## src/hw/rtl/nnc_ram.sv

```systemverilog
// ----------------------------------------------------------------------------
// nnc_ram: generic single-port RAM
// One write or one read per cycle, registered read data.
// ----------------------------------------------------------------------------
module nnc_ram #(
	parameter int unsigned Width = 8,
	parameter int unsigned Depth = 256
) (
	input  logic                     clk,
	input  logic                     we,
	input  logic [$clog2(Depth)-1:0] addr,
	input  logic [Width-1:0]         wdata,
	output logic [Width-1:0]         rdata
);

	logic [Width-1:0] mem_q [Depth];

	always_ff @(posedge clk) begin
		if (we) begin
			mem_q[addr] <= wdata;
		end
		rdata <= mem_q[addr];
	end

endmodule

```

## config.mk

```make
export PLATFORM = sky130hd
export DESIGN_NAME = nnc_ram
export DESIGN_NICKNAME = d
export VERILOG_FILES = /design/src/hw/rtl/nnc_ram.sv
export SDC_FILE = /design/constraint.sdc
export NUM_CORES = 2
export LEC_CHECK = 0
export ABC_AREA = 1
export BUFFER_PORTS_ARGS = -buffer_cell sky130_fd_sc_hd__buf_4
export CAP_MARGIN = 25
export CORE_ASPECT_RATIO = 1.5
export CORE_MARGIN = 2
export CORE_UTILIZATION = 55
export CTS_CLUSTER_SIZE = 10
export DETAILED_ROUTE_END_ITERATION = 8
export GPL_ROUTABILITY_DRIVEN = 0
export PLACE_DENSITY_LB_ADDON = 0.08
export RECOVER_POWER = 100
export SLEW_MARGIN = 10
export SYNTH_ARGS = -nofsm -noshare
export SYNTH_HDL_FRONTEND = slang
export SYNTH_SLANG_ARGS = --single-unit
```

## constraint.sdc

```tcl
create_clock -name clk -period 2.5 [get_ports clk]
set_input_delay 0.125 -clock clk [delete_from_list [all_inputs] [get_ports clk]]
set_output_delay 0.125 -clock clk [all_outputs]
set_load 0.02 [all_outputs]
```

Yosys cells after proc, flatten, opt, wreduce, memory -nomap -nowiden. Memories as Yosys holds them, arrays and structs flattened. A register that Yosys moved wholly into a read port is not among the register bits. Index checks and enable logic that the tools add are counted.

Memories kept: 1. Bits in read-only memories: 0. Bits in latches: 0. Bits in writable memories: 2048. Word-level logic and storage cells: 3. Bits of input ports: 18. Register bits after elaboration: 0.

Memory list: mem_q (words 256, width 8, rd ports 1, clocked after memory_dff 1, write ports 1, line 16) `logic [Width-1:0] mem_q [Depth];`.

Shifts and indexed selects: 0. Order comparisons: 0. Eq/ne operators: 0. Bitwise operators: 0. $add $sub $neg: 0. Reductions and logical operators: 0. $mul: 0. Multiplexer cells: 2. Div/mod/pow operators: 0.

Operators by type and width (number): two-way mux 1 bit (2).

Longest topological paths before layout.
Depth in word-level cells: 2. Mapped depth: 15. Depth with buffers taken out: 13.

Worst setup path before layout. OpenSTA, ideal clock, no wires.

Path kind: input to register. Start point: in addr[1]. End point: mem mem_q[234][0] (enable). Setup time: 0.370 ns. Arrival: 1.595 ns. Setup slack: 0.535 ns. Required time: 2.130 ns. Stages: 10. Path buffers: 4. Path through: buf_4 > inv_4 > nor2_8 > buf_4 > buf_4 > inv_2 > nor2_1 > nand2_1 > clkbuf_1 > nor2_1.

RTL lines: start: declaration (line 11) `input logic [$clog2(Depth)-1:0] addr,`; end: declaration (line 16).

Straight into the memory's write port.

Final worst setup path.
Start point: in addr[4]. End point: mem mem_q[108][1] (enable).

Straight into the memory's write port.

==> results.json <==
{
  "cp_max_fo": 16,
  "fp.dieW_um": 325,
  "finalSetupTns_ns": 0,
  "synth_xor_xnor_area_share_pct": 0,
  "synth_fa_ha_area_share_pct": 0,
  "ant_nets": 0,
  "cts_tree": "built",
  "wl_mm": 239,
  "worstPathCellList": "dlygate4sd3_1, clkbuf_1, nor2_4, clkbuf_1, nand2_1, clkbuf_2, nor2_1, clkbuf_1",
  "cap_violations": 8,
  "antenna_found_initial": 7,
  "cp-endpoint": "mem_q[108][1]$_DFFE_PP_",
  "dieArea_mm2": 0.158,
  "synth-seq-cells": 2056,
  "postCtsSetupBuffers": 0,
  "final_net_count": 8463,
  "stdcell_area_mm2": 0.0965,
  "reg2reg_depth": 13,
  "cts_root_buf": "clkbuf_16",
  "place_area_mm2": 0.0915,
  "synth-edff-count": 2048,
  "synth-simple-area-share_pct": 23.8,
  "syn_avg_cell_area_um2": 10.6,
  "combPwrFrac_pct": 6.4,
  "h-tree-depth": 4,
  "synth_compound_area_share_pct": 1.13,
  "synthMuxAreaShare_pct": 0,
  "crit_slowest_cell": "clkbuf_1",
  "p_sw_w": 0.0159,
  "ys_warn_count": 0,
  "dp_slack_ns": -0.395,
  "die_y_um": 485,
  "synth.most_common_cell": "nand2_1",
  "insertion_delay_ns": 0.86,
  "synth_top_area_share_pct": 72.5,
  "synth_fp_nets": 8039,
  "yosys-top-cells-area": "edfxtp_1 (72%), nand2_1 (21%), nor2_1 (1.6%)",
  "cts_resized": 0,
  "post_drt_wl_per_cell_um": 22.6,
  "critPathMaxStageDelay_ns": 0.61,
  "switching_share_pct": 22.3,
  "clkPwrFrac_pct": 40.2,
  "p_seq_share_pct": 53.4,
  "synth_commonest_cells": "nand2_1 (4770), edfxtp_1 (2048), nor2_1 (361)",
  "cp_common_cell": "clkbuf_1",
  "drt_iter0_drc": 5983,
  "end_kind": "flop",
  "grt_pass1_vias": 57457,
  "path_class": "input pin to flop",
  "clkSlewWorstSetupHoldPaths_ns": 0.06,
  "setup_slack_ns": 0.00692,
  "num_rows": 176,
  "post-route-min-period_ns": 2.49,
  "synthesis.instances": 8021,
  "worst_pin_slew_ns": 2.50,
  "total_leakage_power_nw": 38.5,
  "yosys.cell_types.count": 18,
  "synthToLayoutAreaGrowth_pct": 13.7,
  "first_pass_iters": 6,
  "coreArea_mm2": 0.153,
  "internal-power_w": 0.0555,
  "worstSetupStartpoint": "addr[4]",
  "drive_gt1_share_pct": 7.55,
  "slew_violations": 441,
  "setup_violations": 0,
  "hp-class": "input pin to flop",
  "io_buffers": 25,
  "rsz0062_at_grt": "false",
  "violations": "capacitance limit, slew limit",
  "synthArstFlopShare_pct": 0,
  "ir_drop_mv": 0.766,
  "ys_seq_area_share_pct": 72.7,
  "slew_headroom_pct": -66.7,
  "r2r_slack_ns": 0.05,
  "cts_buffers": 223,
  "clock_path_buffers": 3,
  "num_vias": 57925,
  "grt_pass1_wl_mm": 354,
  "synth_area_mm2": 0.0849,
  "yosysTopAreaCell": "edfxtp_1",
  "hold_viol": 0,
  "outcome": "finished, violations left",
  "viasPerCell": 5.48,
  "start_kind": "input pin",
  "power.density_mw_per_mm2": 740,
  "clock_sinks": 2056,
  "synth_top_family_by_area": "simple AND/OR/NAND/NOR gates",
  "hpwl_mm": 149,
  "cp_data_arrival_time_ns": 3.02,
  "final_util_pct": 62.9,
  "grt_usage_pct": 30.3,
  "drc": 0,
  "timing.final.crit_share_pct": 99.7,
  "initial_core_util_pct": 55.4,
  "fin_skew_ns": 0.0292,
  "hold_ws_ns": 0.164,
  "grt_max_degree": 89,
  "gr-total-overflow": 0,
  "cp.required_ns": 3.03,
  "timing.rr.start": "mem_q[45][1]$_DFFE_PP_",
  "ioPinCount": 26,
  "cts_hold_buffers": 14,
  "synthFlopType": "edfxtp_1",
  "max_freq_mhz": 401,
  "rr_endpoint": "rdata[1]$_DFF_P_"
}
-- sequential cells by signal, indices dropped and copies added (netlist names) --
signal	cells
rdata	8
mem_q	2048
-- power by group through the flow --
| stage | registers, W | clock network (W) | logic, W |
|---|---|---|---|
| 4_1_cts | 0.0381 | 0.0291 | 0.00465 |
| 5_1_grt | 0.0381 | 0.0303 | 0.00494 |
| 2_1_floorplan | 0.0388 | 0 | 0.00216 |
| 6_report | 0.0381 | 0.0287 | 0.00456 |
| 3_5_place_dp | 0.0388 | 0 | 0.00461 |
| 3_3_place_gp | 0.0388 | 0 | 0.00458 |
-- kinds of logic (layout without fill, tap and decap cells) --
family,count (synthesis),after routing
compound gates,192,192
buf+inv,452,949
other cells,0,1
flops,2056,2056
simple gates,5321,5321
-- worst min path at each step --
stage / start / end / slack (ns) / cells past startpoint
6_report: addr[5] / mem_q[45][6]$_DFFE_PP_ / 0.16 / 5
5_1_grt: addr[5] / mem_q[45][4]$_DFFE_PP_ / 0.16 / 5
4_1_cts: addr[5] / mem_q[208][4]$_DFFE_PP_ / 0.05 / 5
3_5_place_dp: rdata[6]$_DFF_P_ / rdata[6] / 0.58 / 1
3_3_place_gp: wdata[0] / mem_q[247][0]$_DFFE_PP_ / 0.57 / 1
2_1_floorplan: wdata[0] / mem_q[0][0]$_DFFE_PP_ / 0.22 / 0
-- metal layers --
| layer | wire [um] | share of wire (%) | GRT usage (%) | up-vias |
|---|---|---|---|---|
| li1 | - | - | - | 27106 |
| met2 | 120000 | 50 | 52.3 | 2303 |
| met5 | 26 | 0.011 | 0 | - |
| met1 | 89900 | 38 | 37.6 | 27937 |
| met4 | 12900 | 5.4 | 15.1 | 4 |
| met3 | 16700 | 7.0 | 4.29 | 575 |
-- metrics by stage --
| step | instances | total power [W] |
|---|---|---|
| floorplan | 8021 | 0.0409 |
| global placement | 10252 | 0.0434 |
| detailed placement | 10253 | 0.0434 |
| CTS | 10565 | 0.0718 |
| global route | 10566 | 0.0733 |
| finish | 10566 | 0.0714 |
-- worst max-delay path: cells and delay by family --
family / cells / cell delay [ns]
buffers and inverters: 5 / 2.02
AND/OR/NAND/NOR: 3 / 0.83
-- cell type report --
type                    instances  area (um^2)
flip-flops and latches       2056        61700
fillers                     12389        56800
multi-input cells            5513        21200
clock buffers                 288         5910
repair buffers                616         4780
well taps                    2047         2560
inverters                      35          165
clock inverters                10          151
diodes                          1         2.50
-- cell usage in the layout (no fill, tap or decap) --
cell,instances
nand2_1,4770
edfxtp_1,2048
nor2_1,356
clkbuf_1,269
clkbuf_16,227
buf_4,191
nand3_1,188
o21ai_1,118
clkbuf_2,99
buf_12,90
o21ai_0,42
a21oi_1,32
inv_1,29
dlygate4sd3_1,14
clkbuf_4,9
dfxtp_1,8
nor2_4,5
inv_16,4
inv_6,4
clkinv_8,4
buf_8,3
inv_4,2
diode_2,1
inv_8,1
nor2_8,1
nand2_4,1
inv_2,1
buf_2,1
clkdlybuf4s25_1,1
(Power assumes the default switching activity.)
