## src/hw/rtl/nnc_pkg.sv

```systemverilog
// ----------------------------------------------------------------------------
// nnc_pkg: shared types and constants
// Widths, sequencer codes and the isqrt response type for the classifier.
// ----------------------------------------------------------------------------
package nnc_pkg;

	localparam int unsigned MaxEntries  = 256;
	localparam int unsigned IdxBits     = 8;
	localparam int unsigned CountBits   = 9;
	localparam int unsigned FeatBits    = 16;
	localparam int unsigned LabelBits   = 8;
	localparam int unsigned DistBits    = 18;
	localparam int unsigned EntryBits   = 4 * FeatBits;
	// sum of two squared 16-bit differences
	localparam int unsigned SqBits      = 2 * FeatBits + 1;
	// root of SqBits value
	localparam int unsigned RootBits    = FeatBits + 1;
	localparam int unsigned IterBits    = 5;
	localparam logic [DistBits-1:0] DistMax = {DistBits{1'b1}};

	localparam logic FuncLoad  = 1'b0;
	localparam logic FuncQuery = 1'b1;

	// isqrt unit response
	typedef struct packed {
		logic                done;
		logic [RootBits-1:0] root;
	} sqrt_rsp_t;

endpackage

```

## src/hw/rtl/nnc_isqrt.sv

```systemverilog
// ----------------------------------------------------------------------------
// nnc_isqrt: iterative integer square root
// Sums two squared differences, then does one root bit per cycle.
// ----------------------------------------------------------------------------
module nnc_isqrt import nnc_pkg::*; (
	input  logic                clk,
	input  logic                arst_n,
	input  logic [FeatBits-1:0] d0,
	input  logic [FeatBits-1:0] d1,
	input  logic                start,
	output sqrt_rsp_t           rsp
);

	localparam int unsigned Steps = (SqBits + 1) / 2;
	localparam int unsigned RemBits = SqBits + 1;

	logic [2*FeatBits-1:0] sq0_q, sq1_q;
	// radicand padded to an even width
	logic [RemBits-1:0]    rad_q;
	logic [RemBits-1:0]    rem_q;
	logic [RootBits-1:0]   root_q;
	logic [IterBits-1:0]   step_q;
	logic [1:0]            phase_q;
	logic                  done_q;
	logic [RemBits-1:0]    rem_sh, trial;

	localparam logic [1:0] PhIdle = 2'd0;
	localparam logic [1:0] PhSq   = 2'd1;
	localparam logic [1:0] PhSum  = 2'd2;
	localparam logic [1:0] PhRoot = 2'd3;

	// shift two radicand bits into remainder, trial subtract
	always_comb begin
		rem_sh = {rem_q[RemBits-3:0], rad_q[RemBits-1 -: 2]};
		trial  = RemBits'({root_q, 2'b01});
	end

	always_ff @(posedge clk or negedge arst_n) begin
		if (!arst_n) begin
			phase_q <= PhIdle;
			done_q  <= 1'b0;
		end else begin
			done_q <= 1'b0;
			unique case (phase_q)
				PhIdle: if (start) phase_q <= PhSq;
				PhSq:   phase_q <= PhSum;
				PhSum:  phase_q <= PhRoot;
				PhRoot: begin
					if (step_q == IterBits'(Steps - 1)) begin
						phase_q <= PhIdle;
						done_q  <= 1'b1;
					end
				end
				default: phase_q <= PhIdle;
			endcase
		end
	end

	// datapath: squares, sum, then restoring root iterations
	always_ff @(posedge clk) begin
		unique case (phase_q)
			PhIdle: begin
				sq0_q <= (2*FeatBits)'(d0) * (2*FeatBits)'(d0);
				sq1_q <= (2*FeatBits)'(d1) * (2*FeatBits)'(d1);
			end
			PhSq: begin
				rad_q <= RemBits'(sq0_q) + RemBits'(sq1_q);
			end
			PhSum: begin
				rem_q  <= '0;
				root_q <= '0;
				step_q <= '0;
			end
			PhRoot: begin
				rad_q  <= {rad_q[RemBits-3:0], 2'b00};
				step_q <= step_q + 1'b1;
				if (rem_sh >= trial) begin
					rem_q  <= rem_sh - trial;
					root_q <= {root_q[RootBits-2:0], 1'b1};
				end else begin
					rem_q  <= rem_sh;
					root_q <= {root_q[RootBits-2:0], 1'b0};
				end
			end
			default: ;
		endcase
	end

	assign rsp.done = done_q;
	assign rsp.root = root_q;

endmodule
```

## config.mk

```make
export PLATFORM = sky130hd
export DESIGN_NAME = nnc_isqrt
export DESIGN_NICKNAME = d
export VERILOG_FILES = /design/src/hw/rtl/nnc_pkg.sv /design/src/hw/rtl/nnc_isqrt.sv
export SDC_FILE = /design/constraint.sdc
export NUM_CORES = 1
export LEC_CHECK = 0
export BUFFER_PORTS_ARGS = -buffer_cell sky130_fd_sc_hd__buf_4
export CORE_MARGIN = 5
export CORE_UTILIZATION = 50
export CTS_CLUSTER_SIZE = 10
export DETAILED_ROUTE_END_ITERATION = 16
export PLACE_DENSITY_LB_ADDON = 0.12
export SETUP_SLACK_MARGIN = 0.5
export SLEW_MARGIN = 20
export SYNTH_ARGS = -nofsm -noshare
export SYNTH_HDL_FRONTEND = slang
export SYNTH_SLANG_ARGS = --single-unit
```

## constraint.sdc

```tcl
create_clock -name clk -period 5.06 [get_ports clk]
set_input_delay 1.012 -clock clk [delete_from_list [all_inputs] [get_ports clk]]
set_output_delay 1.012 -clock clk [all_outputs]
set_load 0.02 [all_outputs]
```

Word-level counts from Yosys, hierarchy flattened:

Cells that the tools add are included.

* flip-flop bits (word level): 155
* input port bits: 35
* output and inout bits: 18
* logic and storage cells: 35

* add/subtract/negate cells: 3
* multiply operators: 2
* magnitude comparators: 1
* equality and inequality tests: 6
* mux-type cells: 11
* reduce and logical (&&, ||, !) cells: 4

Operators with widths (count)
* case mux 34 bit (2 select lines): 1
* multiplier 16 x 16 -> 32 bit: 2
* case mux 32 bit (2 select lines): 1
* >= comparator 34 x 19 -> 1 bit: 1
* case mux 17 bit (2 select lines): 1
* adder 32 x 32 -> 33 bit: 1
* 2-to-1 mux 32 bit: 1
* subtractor 32 x 19 -> 32 bit: 1
* case mux 5 bit (2 select lines): 1
* case mux 2 bit (4 select lines): 1
* adder 5 x 1 -> 5 bit (second input constant): 1
* == test 5 bit (second input constant): 1
* == test 2 bit (second input constant): 2
* 2-to-1 mux 2 bit: 2
* inequality test 2 bit (second input constant): 2
* nonzero test 2 bit: 2
* 2-to-1 mux 1 bit: 3
* == test 2 x 1 -> 1 bit (second input constant): 1
* logical NOT 2 bit: 1
* AND reduction 2 bit: 1

Longest topological paths before layout:

* depth in word-level cells: 3
* depth in mapped cells: 25
* mapped depth without buffers: 24

Least setup slack after synthesis:

Ideal clock, no wire load.

* path kind: input-to-reg
* from: in d0[1]
* to: reg sq0_q[31] (data pin)
* library setup time: 260 ps
* data arrival time: 6585 ps
* slack: -1785 ps
* cell stages on the path: 22
* cell sequence: clkbuf_1 clkbuf_1 nand2_1 fa_1 fa_1 inv_1 fa_1 fa_1 fa_1 inv_1 fa_1 inv_1 ha_1 a21o_1 a21o_1 a21oi_1 nand2b_1 o311ai_1 a31oi_1 a211o_1 a21oi_1 xnor2_1

* longest elaborated chain between the ends: 1

RTL lines
* start, declared: line nnc_isqrt.sv:8 `input logic [FeatBits-1:0] d0,`
* multiplier 16 x 16 -> 32 bit: line nnc_isqrt.sv:63 `sq0_q <= (2*FeatBits)'(d0) * (2*FeatBits)'(d0);`
* end signal, assigned: line nnc_isqrt.sv:63
* end, declared: line nnc_isqrt.sv:17 `logic [2*FeatBits-1:0] sq0_q, sq1_q;`

Every way passes these cells.
A chain may end at the register's enable or synchronous reset.

Final worst setup path:

* from: in d0[9]
* to: reg sq0_q[25] (data pin)

The elaborated chain is that of the path after synthesis.

==> metrics.csv <==
metric;value;unit
drt_iter0_drc;661;
grt_pass1_wl;85900;um
clkTransAtPathRegs;0.08;ns
synth_ff_type;edfxtp_1;
dp_hpwl;40700;um
rsz0062_at_grt;true;
area_growth;28.8;%
avgSynthCellArea;9.50;um^2
crit_chain;buf_12 -> and2_4 -> fa_1 -> inv_1 -> fa_1 -> inv_1 -> fa_1 -> fa_1 -> fa_1 -> inv_1 -> fa_1 -> inv_2 -> ha_4 -> a21o_1 -> a21o_1 -> a21oi_4 -> nand2b_4 -> or3_4 -> a31oi_4 -> nor2_2 -> a21oi_2 -> xnor2_1;
max_cap_violations;0;
core_area;44200;um^2
worstPathArrival;6.23;ns
synth_cell_type_count;66;
worstMarginPinSlew;1.00;ns
globalRouteOverflowTotal;0;
hold_path_class;input port to asynchronous set/reset pin;
synth_compound_area_share;8.43;%
yosys_warnings;0;
async_reset_ff_share;1.96;%
synth_top_family_by_area;adder cells;
route.vias.total;17041;
synth_adder_area_share;43.4;%
start_util;50.6;%
finalWirelength;50500;um
crit_fanout;5;
synth_edf_count;150;
row_count;77;
die_w;222;um
antenna_found_initial;0;
synthXorXnorAreaFrac;4.77;%
die-area;49100;um^2
fin_setup_tns;-27.23;ns
setup.worst_path.end_class;register;
violations;setup timing;
cts_root_buf;clkbuf_16;
antenna_cells;0;
max_freq;166;MHz
final_max_slew_viol_count;0;
synth_cells;2357;
ys_ff_latch;153;
syn_nets;2974;
cts_tree;yes;
cts.sinks;153;
setup_ws;-0.978;ns
period_needed;6.04;ns
start_kind;input port;
portBuffers;52;
grt_pass1_vias;18639;
fin_skew;0.0193;ns
setup_viol_count_final;42;
gp_congestion;0.838;
wire_per_inst;15.0;um
grt_util_all_layers;20.8;%
required;5.25;ns
cts_buffers;17;
slowest_delay;0.53;ns
ant_nets;0;
finalHoldViolations;0;
ctsHtreeMaxLevel;4;
die_y;222;um
post-route-period-util;119;%
ys_seq_area_share;20.5;%
clock_path_buffers;2;
synth.area.mux_share;0.609;%
drtPass1Iterations;5;
drive_gt1_share;27.3;%
grt_max_degree;59;
synthSimpleGateAreaFrac;12.2;%
vias_per_cell;5.06;
synth_area;22400;um^2
fin_nets;3378;
status;complete, but fails checks;
slowest_stage;fa_1;
slew_headroom;33.0;%
path_class;input port to register;
insertion_delay;0.44;ns
drc_errors;0;
pin_count;53;
cp_common_cell;fa_1;
==> stage by stage <==
| step | worst slack, ns | cells | utilization, % | hold slack (ns) | instance area [um^2] |
|---|---|---|---|---|---|
| 2_1_floorplan | -1.32 | 2357 | - | 0.493 | 23000 |
| 3_3_place_gp | -1.49 | 3271 | 59.2 | 0.512 | 26200 |
| 3_5_place_dp | -1.55 | 3271 | 59.2 | 0.517 | 26200 |
| 4_1_cts | -0.950 | 3331 | 63.4 | 0.327 | 28000 |
| 5_1_grt | -1.15 | 3366 | 65.2 | 0.324 | 28800 |
| 6_report | -0.978 | 3366 | 65.2 | 0.343 | 28800 |
==> synthesized netlist by cell type, types with 4 or more instances <==
master | n | area, um^2
nand2_1 | 223 | 837
and2_1 | 86 | 538
mux2_2 | 5 | 56.3
nor4_1 | 6 | 37.5
nand3_1 | 22 | 110
nand4_1 | 7 | 43.8
xnor2_1 | 85 | 744
mux2i_1 | 8 | 80.1
a31oi_1 | 6 | 37.5
o21bai_1 | 8 | 60.1
ha_1 | 258 | 3230
nand2b_1 | 11 | 68.8
a211oi_1 | 8 | 60.1
or2_2 | 7 | 43.8
clkbuf_1 | 53 | 199
o21a_1 | 11 | 82.6
inv_1 | 540 | 2030
nor2_1 | 151 | 567
and3_1 | 9 | 56.3
a31o_2 | 9 | 78.8
xor2_1 | 37 | 324
a21o_1 | 39 | 293
nor3_1 | 21 | 105
a211o_1 | 4 | 35.0
o21ai_0 | 71 | 355
buf_2 | 5 | 25.0
o31ai_1 | 7 | 52.6
nor2b_1 | 20 | 125
or3_1 | 9 | 56.3
edfxtp_1 | 150 | 4500
fa_1 | 324 | 6490
a21boi_0 | 5 | 37.5
a21oi_1 | 104 | 521
==> critical path, delay by kind of cell <==
family / cells / cell delay, ns
and+or+nand+nor: 4 / 0.73
AOI/OAI and AO/OA: 5 / 0.94
xor gates and xnor gates: 1 / 0.08
adders and majority gates: 7 / 3.16
buffers and inverters: 5 / 0.30
==> cell usage in the layout, fill, tap and decap left out, types with 10 or more instances in the layout <==
cell,count
a21oi_1,72
nand2_4,23
nand2_2,18
and2_1,63
a21o_1,38
buf_4,356
inv_2,49
ha_1,218
xor2_1,34
nor2b_1,19
o21ai_0,52
clkbuf_16,20
inv_1,491
a21oi_2,22
nor2_1,135
nor2_2,13
buf_8,11
buf_6,53
o21ai_1,10
buf_12,18
a21oi_4,10
edfxtp_1,150
fa_1,315
and2_4,23
ha_4,31
o21a_1,11
nand3_1,19
nor3_1,21
xnor2_1,81
nand2_1,182
==> cells by family (layout without fill, tap and decap cells) <==
family | Yosys count | count (layout)
XOR/XNOR | 122 | 122
buffers and inverters | 601 | 1018
flip-flops | 153 | 153
adder cells (fa/ha/maj) | 582 | 582
AND/OR/NAND/NOR | 584 | 584
multiplexers | 13 | 13
AO/OA/AOI/OAI | 302 | 302
==> metal layers <==
| layer | share of wire (%) | GRT usage, % | vias up |
|---|---|---|---|
| met5 | 0 | 0 | - |
| li1 | - | - | 8271 |
| met2 | 53 | 38.4 | 232 |
| met3 | 2.8 | 2.28 | 87 |
| met4 | 1.9 | 4.51 | 0 |
| met1 | 42 | 26.3 | 8451 |
==> timing repair <==
item	4_1_cts	5_1_grt
cloned	3	4
hold buffers	0	0
gates resized for setup	238	119
endpoints found under the setup margin	48	48
pin swaps	135	95
setup buffers	25	31
==> flip-flops by register name (all words and copies together) (netlist names) <==
register	flops
done_q	1
root_q	17
step_q	5
rem_q	32
rad_q	34
sq1_q	31
phase_q	2
sq0_q	31
==> area by class of cell <==
class | count | area, um^2
Clock buffer | 17 | 425
Clock inverter | 15 | 211
Fill cell | 3591 | 15400
Inverter | 541 | 2030
Multi-Input combinational cell | 1603 | 16900
Sequential cell | 153 | 4580
Tap cell | 592 | 741
Timing Repair Buffer | 445 | 3960
==> path summary, 6_finish.rpt <==
path	slack, ns	depth (start not counted)	startpoint	end
max in group asynchronous	4.63	1	arst_n	phase_q[1]
worst max-delay path	-0.98	22	d0[9]	sq0_q[25]
worst min-delay path	0.34	1	arst_n	phase_q[0]
worst min register to register	0.53	2	rad_q[28]	rad_q[30]
worst max register to register	1.73	10	sq1_q[3]	rad_q[30]
min in group clk	0.53	2	rad_q[28]	rad_q[30]
Power is not shown: default switching activity piles up to over one toggle a cycle in this logic, so the estimate is an artifact.
